===== src/rtl/core/nllp_pkg.sv =====
package nllp_pkg;

   localparam int SampleBitsDefault = 24;
   localparam int StateBitsDefault = 32;
   localparam int WorkBits = 32;
   localparam int WorkFrac = 28;
   localparam int CutBits = 16;
   localparam int CutFrac = 14;
   localparam int WideBits = 64;

   localparam logic signed [WorkBits-1:0] WorkMax = {1'b0, {(WorkBits-1){1'b1}}};
   localparam logic signed [WorkBits-1:0] WorkMin = {1'b1, {(WorkBits-1){1'b0}}};

   typedef logic signed [WorkBits-1:0] work_type;
   typedef logic signed [WideBits-1:0] wide_type;

   // shared unit operations
   localparam logic [2:0] OpMul = 3'd0;
   localparam logic [2:0] OpAdd = 3'd1;
   localparam logic [2:0] OpSub = 3'd2;
   localparam logic [2:0] OpTanh = 3'd3;
   localparam logic [2:0] OpRecip = 3'd4;

   typedef struct packed {
      logic       start;
      logic [2:0] op;
      work_type   a;
      work_type   b;
   } alu_cmd_type;

   typedef struct packed {
      logic     done;
      work_type result;
   } alu_rsp_type;

   function automatic work_type sat_work(input logic signed [WideBits-1:0] v);
      if (v > wide_type'(WorkMax)) begin
         return WorkMax;
      end else if (v < wide_type'(WorkMin)) begin
         return WorkMin;
      end
      return v[WorkBits-1:0];
   endfunction

endpackage


===== src/rtl/core/nllp_seq.sv =====
module nllp_seq
   import nllp_pkg::*;
#(
   parameter int SampleBits = SampleBitsDefault,
   parameter int StateBits = StateBitsDefault
) (
   input  logic                  clock,
   input  logic                  reset,
   input  logic                  start,
   input  logic [SampleBits-1:0] sample,
   input  logic [CutBits-1:0]    coef,
   output logic                  busy,
   output logic                  finish,
   output logic [SampleBits-1:0] result,
   output alu_cmd_type           cmd,
   input  alu_rsp_type           rsp
);

   localparam int Sf = SampleBits - 1;
   localparam int Tf = StateBits - 4;

   // register file slots
   localparam int RX = 0, RIH = 1, RS0 = 2, RS1 = 3, RS2 = 4, RS3 = 5;
   localparam int RT0 = 6, RT1 = 7, RT2 = 8, RT3 = 9, RT4 = 10;
   localparam int RG0 = 11, RG1 = 12, RG2 = 13, RG3 = 14;
   localparam int RK0 = 15, RK1 = 16, RK2 = 17, RK3 = 18;
   localparam int RY3 = 19, RXX = 20, RY0 = 21, RY1 = 22, RY2 = 23;
   localparam int RF = 24, RF2 = 25, RTMP = 26, RTMP2 = 27;
   localparam int NRegs = 28;

   typedef struct packed {
      logic [2:0] op;
      logic [4:0] a;
      logic [4:0] b;
      logic [4:0] d;
   } step_type;

   function automatic step_type prog(input logic [5:0] i);
      step_type s;
      s = '{OpMul, 5'd0, 5'd0, 5'd0};
      case (i)
         6'd0:  s = '{OpTanh, 5'(RIH), 5'(RIH), 5'(RT0)};
         6'd1:  s = '{OpTanh, 5'(RS0), 5'(RS0), 5'(RT1)};
         6'd2:  s = '{OpTanh, 5'(RS1), 5'(RS1), 5'(RT2)};
         6'd3:  s = '{OpTanh, 5'(RS2), 5'(RS2), 5'(RT3)};
         6'd4:  s = '{OpTanh, 5'(RS3), 5'(RS3), 5'(RT4)};
         6'd5:  s = '{OpRecip, 5'(RF), 5'(RT1), 5'(RG0)};
         6'd6:  s = '{OpRecip, 5'(RF), 5'(RT2), 5'(RG1)};
         6'd7:  s = '{OpRecip, 5'(RF), 5'(RT3), 5'(RG2)};
         6'd8:  s = '{OpRecip, 5'(RF), 5'(RT4), 5'(RG3)};
         6'd9:  s = '{OpMul, 5'(RF), 5'(RT3), 5'(RTMP)};
         6'd10: s = '{OpMul, 5'(RTMP), 5'(RG3), 5'(RK3)};
         6'd11: s = '{OpMul, 5'(RF), 5'(RT2), 5'(RTMP)};
         6'd12: s = '{OpMul, 5'(RTMP), 5'(RG2), 5'(RTMP)};
         6'd13: s = '{OpMul, 5'(RTMP), 5'(RK3), 5'(RK2)};
         6'd14: s = '{OpMul, 5'(RF), 5'(RT1), 5'(RTMP)};
         6'd15: s = '{OpMul, 5'(RTMP), 5'(RG1), 5'(RTMP)};
         6'd16: s = '{OpMul, 5'(RTMP), 5'(RK2), 5'(RK1)};
         6'd17: s = '{OpMul, 5'(RF), 5'(RT0), 5'(RTMP)};
         6'd18: s = '{OpMul, 5'(RTMP), 5'(RG0), 5'(RTMP)};
         6'd19: s = '{OpMul, 5'(RTMP), 5'(RK1), 5'(RK0)};
         6'd20: s = '{OpMul, 5'(RG3), 5'(RS3), 5'(RY3)};
         6'd21: s = '{OpMul, 5'(RK3), 5'(RG2), 5'(RTMP)};
         6'd22: s = '{OpMul, 5'(RTMP), 5'(RS2), 5'(RTMP)};
         6'd23: s = '{OpAdd, 5'(RY3), 5'(RTMP), 5'(RY3)};
         6'd24: s = '{OpMul, 5'(RK2), 5'(RG1), 5'(RTMP)};
         6'd25: s = '{OpMul, 5'(RTMP), 5'(RS1), 5'(RTMP)};
         6'd26: s = '{OpAdd, 5'(RY3), 5'(RTMP), 5'(RY3)};
         6'd27: s = '{OpMul, 5'(RK1), 5'(RG0), 5'(RTMP)};
         6'd28: s = '{OpMul, 5'(RTMP), 5'(RS0), 5'(RTMP)};
         6'd29: s = '{OpAdd, 5'(RY3), 5'(RTMP), 5'(RY3)};
         6'd30: s = '{OpMul, 5'(RK0), 5'(RX), 5'(RTMP)};
         6'd31: s = '{OpAdd, 5'(RY3), 5'(RTMP), 5'(RY3)};
         6'd32: s = '{OpMul, 5'(RT0), 5'(RX), 5'(RXX)};
         6'd33: s = '{OpMul, 5'(RF), 5'(RXX), 5'(RTMP)};
         6'd34: s = '{OpAdd, 5'(RS0), 5'(RTMP), 5'(RTMP)};
         6'd35: s = '{OpMul, 5'(RT1), 5'(RG0), 5'(RTMP2)};
         6'd36: s = '{OpMul, 5'(RTMP2), 5'(RTMP), 5'(RY0)};
         6'd37: s = '{OpMul, 5'(RF), 5'(RY0), 5'(RTMP)};
         6'd38: s = '{OpAdd, 5'(RS1), 5'(RTMP), 5'(RTMP)};
         6'd39: s = '{OpMul, 5'(RT2), 5'(RG1), 5'(RTMP2)};
         6'd40: s = '{OpMul, 5'(RTMP2), 5'(RTMP), 5'(RY1)};
         6'd41: s = '{OpMul, 5'(RF), 5'(RY1), 5'(RTMP)};
         6'd42: s = '{OpAdd, 5'(RS2), 5'(RTMP), 5'(RTMP)};
         6'd43: s = '{OpMul, 5'(RT3), 5'(RG2), 5'(RTMP2)};
         6'd44: s = '{OpMul, 5'(RTMP2), 5'(RTMP), 5'(RY2)};
         6'd45: s = '{OpSub, 5'(RXX), 5'(RY0), 5'(RTMP)};
         6'd46: s = '{OpMul, 5'(RF2), 5'(RTMP), 5'(RTMP)};
         6'd47: s = '{OpAdd, 5'(RS0), 5'(RTMP), 5'(RS0)};
         6'd48: s = '{OpSub, 5'(RY0), 5'(RY1), 5'(RTMP)};
         6'd49: s = '{OpMul, 5'(RF2), 5'(RTMP), 5'(RTMP)};
         6'd50: s = '{OpAdd, 5'(RS1), 5'(RTMP), 5'(RS1)};
         6'd51: s = '{OpSub, 5'(RY1), 5'(RY2), 5'(RTMP)};
         6'd52: s = '{OpMul, 5'(RF2), 5'(RTMP), 5'(RTMP)};
         6'd53: s = '{OpAdd, 5'(RS2), 5'(RTMP), 5'(RS2)};
         6'd54: s = '{OpMul, 5'(RT4), 5'(RY3), 5'(RTMP)};
         6'd55: s = '{OpSub, 5'(RY2), 5'(RTMP), 5'(RTMP)};
         6'd56: s = '{OpMul, 5'(RF2), 5'(RTMP), 5'(RTMP)};
         6'd57: s = '{OpAdd, 5'(RS3), 5'(RTMP), 5'(RS3)};
         default: s = '{OpMul, 5'(RF), 5'(RF), 5'(RTMP)};
      endcase
      return s;
   endfunction

   localparam logic [5:0] LastStep = 6'd57;

   localparam logic [1:0] StIdle = 2'd0;
   localparam logic [1:0] StIssue = 2'd1;
   localparam logic [1:0] StWait = 2'd2;
   localparam logic [1:0] StEnd = 2'd3;

   logic [1:0]          state_ff, state_in;
   logic [5:0]          pc_ff, pc_in;
   work_type            regs_ff [NRegs];
   logic signed [StateBits-1:0] st_ff [4];
   logic signed [SampleBits-1:0] prev_ff;
   logic [SampleBits-1:0] result_ff;
   logic                finish_ff;
   step_type            cur;

   function automatic work_type to_work(input logic signed [63:0] v, input int frac);
      if (frac >= WorkFrac) begin
         return sat_work(v >>> (frac - WorkFrac));
      end
      return sat_work(v <<< (WorkFrac - frac));
   endfunction

   function automatic logic signed [StateBits-1:0] from_work(input work_type v);
      logic signed [63:0] w;
      w = 64'(v);
      if (Tf >= WorkFrac) begin
         return StateBits'(w <<< (Tf - WorkFrac));
      end
      return StateBits'(w >>> (WorkFrac - Tf));
   endfunction

   logic signed [63:0] o_w;
   logic signed [63:0] hi_w, lo_w;
   work_type x_w, p_w;

   assign cur = prog(pc_ff);
   assign x_w = to_work(64'(signed'(sample)), Sf);
   assign p_w = to_work(64'(prev_ff), Sf);

   always_comb begin
      o_w = 64'(regs_ff[RY3]);
      if (Sf >= WorkFrac) begin
         o_w = o_w <<< (Sf - WorkFrac);
      end else begin
         o_w = o_w >>> (WorkFrac - Sf);
      end
      hi_w = (64'sd1 <<< Sf) - 64'sd1;
      lo_w = -(64'sd1 <<< Sf);
      if (o_w > hi_w) o_w = hi_w;
      if (o_w < lo_w) o_w = lo_w;
   end

   always_comb begin
      state_in = state_ff;
      pc_in = pc_ff;
      unique case (state_ff)
         StIdle: begin
            if (start) begin
               pc_in = '0;
               state_in = StIssue;
            end
         end
         StIssue: begin
            state_in = StWait;
         end
         StWait: begin
            if (rsp.done) begin
               if (pc_ff == LastStep) begin
                  state_in = StEnd;
               end else begin
                  pc_in = pc_ff + 6'd1;
                  state_in = StIssue;
               end
            end
         end
         default: begin
            state_in = StIdle;
         end
      endcase
   end

   always_ff @(posedge clock) begin
      if (reset) begin
         state_ff <= StIdle;
         pc_ff <= '0;
         finish_ff <= 1'b0;
         prev_ff <= '0;
         for (int i = 0; i < 4; i++) begin
            st_ff[i] <= '0;
         end
      end else begin
         state_ff <= state_in;
         pc_ff <= pc_in;
         finish_ff <= (state_ff == StEnd);
         if (state_ff == StIdle && start) begin
            prev_ff <= signed'(sample);
         end
         if (state_ff == StEnd) begin
            st_ff[0] <= from_work(regs_ff[RS0]);
            st_ff[1] <= from_work(regs_ff[RS1]);
            st_ff[2] <= from_work(regs_ff[RS2]);
            st_ff[3] <= from_work(regs_ff[RS3]);
            result_ff <= o_w[SampleBits-1:0];
         end
      end
      if (state_ff == StIdle && start) begin
         regs_ff[RX] <= x_w;
         regs_ff[RIH] <= work_type'((64'(x_w) + 64'(p_w)) >>> 1);
         regs_ff[RS0] <= to_work(64'(st_ff[0]), Tf);
         regs_ff[RS1] <= to_work(64'(st_ff[1]), Tf);
         regs_ff[RS2] <= to_work(64'(st_ff[2]), Tf);
         regs_ff[RS3] <= to_work(64'(st_ff[3]), Tf);
         regs_ff[RF] <= work_type'({coef, {(WorkFrac-CutFrac){1'b0}}});
         regs_ff[RF2] <= work_type'({coef, {(WorkFrac-CutFrac+1){1'b0}}});
      end else if (state_ff == StWait && rsp.done) begin
         regs_ff[cur.d] <= rsp.result;
      end
   end

   assign cmd.start = (state_ff == StIssue);
   assign cmd.op = cur.op;
   assign cmd.a = regs_ff[cur.a];
   assign cmd.b = regs_ff[cur.b];
   assign busy = (state_ff != StIdle);
   assign finish = finish_ff;
   assign result = result_ff;

endmodule


===== config.mk =====
export PLATFORM = sky130hd
export DESIGN_NAME = nllp_seq
export DESIGN_NICKNAME = d
export VERILOG_FILES = /design/src/rtl/core/nllp_pkg.sv /design/src/rtl/core/nllp_seq.sv
export SDC_FILE = /design/constraint.sdc
export NUM_CORES = 2
export LEC_CHECK = 0
export BUFFER_PORTS_ARGS = -buffer_cell sky130_fd_sc_hd__buf_2
export CAP_MARGIN = 15
export CORE_AREA = 2 2 306 308
export CTS_BUF_LIST = sky130_fd_sc_hd__clkbuf_2 sky130_fd_sc_hd__clkbuf_4 sky130_fd_sc_hd__clkbuf_8
export CTS_CLUSTER_DIAMETER = 200
export DETAILED_ROUTE_END_ITERATION = 10
export DIE_AREA = 0 0 308 310
export HOLD_SLACK_MARGIN = 0.03
export PLACE_DENSITY = 0.9
export SLEW_MARGIN = 20
export SYNTH_ARGS = -nofsm -noshare
export SYNTH_HDL_FRONTEND = slang
export SYNTH_SLANG_ARGS = --single-unit

===== constraint.sdc =====
create_clock -name clock -period 4.55 [get_ports clock]
set_input_delay 0 -clock clock [delete_from_list [all_inputs] [get_ports clock]]
set_output_delay 0 -clock clock [all_outputs]
set_load 0.05 [all_outputs]

==> results.cfg <==
[clock_tree]
clk_pin_slew_worst_paths_ns = 0.06
cts_tree = yes
post_cts_buffers = 0
clockBufferDepth = 3
clkSinkCount = 1227
cts_buffers = 191
clk_latency_ns = 0.90
clockRootBuffer = clkbuf_8
htreeDepth = 4

[placement]
port_buffers = 169
numPlacedInstances = 4386
hpwl_um = 104200
place.gp.congestion = 0.8898

[status]
status = finished, final reports clean

[timing]
fin_skew_ns = 0.06504
final.period_utilization = 0.8626
finalSetupTns_ns = 0
finalHoldViolCount = 0
grt_setup_unrepaired = false
finalSetupViolCount = 0
fin_crit_ns = 3.925
fmax_ghz = 0.2548
slew_viol_final = 0
relSlewSlack = 0.2151
tightest_slew_ns = 1.173

[floorplanning]
start_util = 0.6436
design.core.area_um2 = 92490
die_w_um = 308
die_area_um2 = 95480
die_y_um = 310
rows = 112
ios = 170

[worst_setup_path]
required_ns = 4.55
cp_max_fo = 52
max_stage_delay_ns = 1.07
cp-start-kind = register
cp.buffers_inverters = 2
slowest_stage = dfxtp_4
cp_data_arrival_time_ns = 3.92
cpMostUsedCell = mux4_2
crit_chain = buf_4, mux4_2, mux4_2, mux2_2, buf_2
path_delay_family = multiplexers
end_kind = output port
critPathKind = register to output port

[final_layout]
area_delta_synth_final_pct = 13.88
final_nets = 3653
num-fill-cells = 4852
final_layout_size_suffix_gt1_frac = 0.4167
regArea_um2 = 36370
instances_no_fill = 4898
multi_input_area_um2 = 22430

[pwr]
power_density_nw_per_um2 = 380.9
p_leak_nw = 22.49
vdd_drop_max_mv = 0.3113

[drt]
antenna_left = 0
wl_met1_um = 56920
drtIter0Drc = 6790
dr.pass1.iters = 9
wl_um = 180000
routed.top_layer = met5
vias = 37610
wl_met3_um = 26380
viasPerCell = 7.678
drc_errors = 0
wl_met2_um = 84440
wire_per_inst_um = 36.74

[synth]
ys_seq_elements = 1227
synth_edf_count = 1176
synth_flop_cell = edfxtp_1
synthesis.area_um2 = 59520
syn_inst = 3174
synth.net_count = 3287
synth_warnings = 0
async_reset_ff_frac = 0
synth_cell_types = 87
synth_largest_area_cell = edfxtp_1
synthTopCellsByCount = edfxtp_1 (1176), mux4_2 (640), mux2_2 (251)
yosysSeqAreaShare = 0.6104
avgSynthCellArea_um2 = 18.75
synth.most_common_cell = edfxtp_1
synth_area_leaders = edfxtp_1 (59%), mux4_2 (24%), mux2_2 (4.7%)
yosys.area.top_type_share = 0.5933

[grt]
grt-ovfl-total = 0
gr-usage-all-layers = 0.3831
antenna_found_initial = 6
grt_pass1_wl_um = 260100
grt_max_degree = 153
grt_pass1_vias = 38720

[worst_hold_path]
min_path_type = input pin to register

[run]
maxCapViolations = 0
power breakdown:
part           switching [mW]  internal [mW]  total, mW
sequential              0.237           12.7       12.9
combinational            1.92           1.55       3.47
clock                    4.59           4.86       9.45
total                    6.75           19.1       25.8
tightest hold or removal path: stages:
cell and delay [ns]:
dlygate4sd3_1 0.55, buf_2 0.13, mux2_2 0.15
placed cells by master (no fill, tap or decap), types with 30 or more instances in the layout:
cell type      count
a21o_1            31
a21oi_1           77
and2_1           172
buf_12            36
buf_2            169
buf_4             61
clkbuf_4          53
clkbuf_8         202
clkinv_1          52
dfxtp_1           41
dlygate4sd3_1    156
edfxtp_1        1176
ha_1              36
mux2_2           251
mux4_2           640
nand2_1          122
nor2_1            52
o21ai_0           30
final timing paths:
path	startpoint	endpoint	slack, ns	depth (start not counted)
worst max-delay path	cur[11]	cmd[52]	0.63	5
worst min-delay path	coef[15]	regs_ff[25][30]	0.08	3
worst max register to register	state_ff[1]	regs_ff[24][23]	0.72	7
worst min register to register	prev_ff[14]	prev_ff[14]	0.47	2
layer usage:
metal  vias up  global-route usage
met5         -                   0
met4         6              0.2262
met3       872              0.1194
met2      3862              0.5892
met1     18780              0.4880
li1      14090                   -
metrics by stage:
step                      power, mW    util  setup WS, ns  hold slack [ns]  instance area [um2]
after CTS                     25.67  0.7322        0.5925          0.03201                67720
after detailed placement      16.39  0.6743        0.9388           0.2218                62360
after global placement        16.24  0.6743         1.056           0.2184                62360
after floorplan               15.32       -        0.5556          0.09887                59520
final                         25.82  0.7329        0.6251          0.08372                67780
after global routing          26.37  0.7328        0.4504          0.06477                67780
cell families (layout without fill, tap and decap cells):
family	count (synthesis)	count (layout)	share of synthesized area
muxes	895	895	0.2904
adders and majority gates	37	37	0.007904
DFF	1227	1227	0.6104
and+or+nand+nor	479	479	0.04225
xor gates and xnor gates	18	18	0.002649
other	0	3	0
AOI/OAI and AO/OA	251	251	0.02840
buffers and inverters	267	791	0.01799
sequential cells by signal (all words and copies together) (netlist names):
signal	cells
pc_ff	6
st_ff	128
cur	18
result	24
finish	1
regs_ff	1024
prev_ff	24
state_ff	2
final cells by class:
cell class / count / share of cell area
Inverter: 17 / 0.0009414
Antenna cell: 3 / 0.0001108
Sequential cell: 1227 / 0.5365
Tap cell: 1197 / 0.02210
Clock inverter: 96 / 0.009192
Clock buffer: 255 / 0.04689
Timing Repair Buffer: 423 / 0.05331
Multi-Input combinational cell: 1680 / 0.3309
what timing repair did:
action | in CTS | in global routing
gates resized for setup | 0 | 0
hold endpoints to repair | 1065 | 0
hold buffers | 156 | 0
No activity file was read; power rests on OpenSTA's default activity.
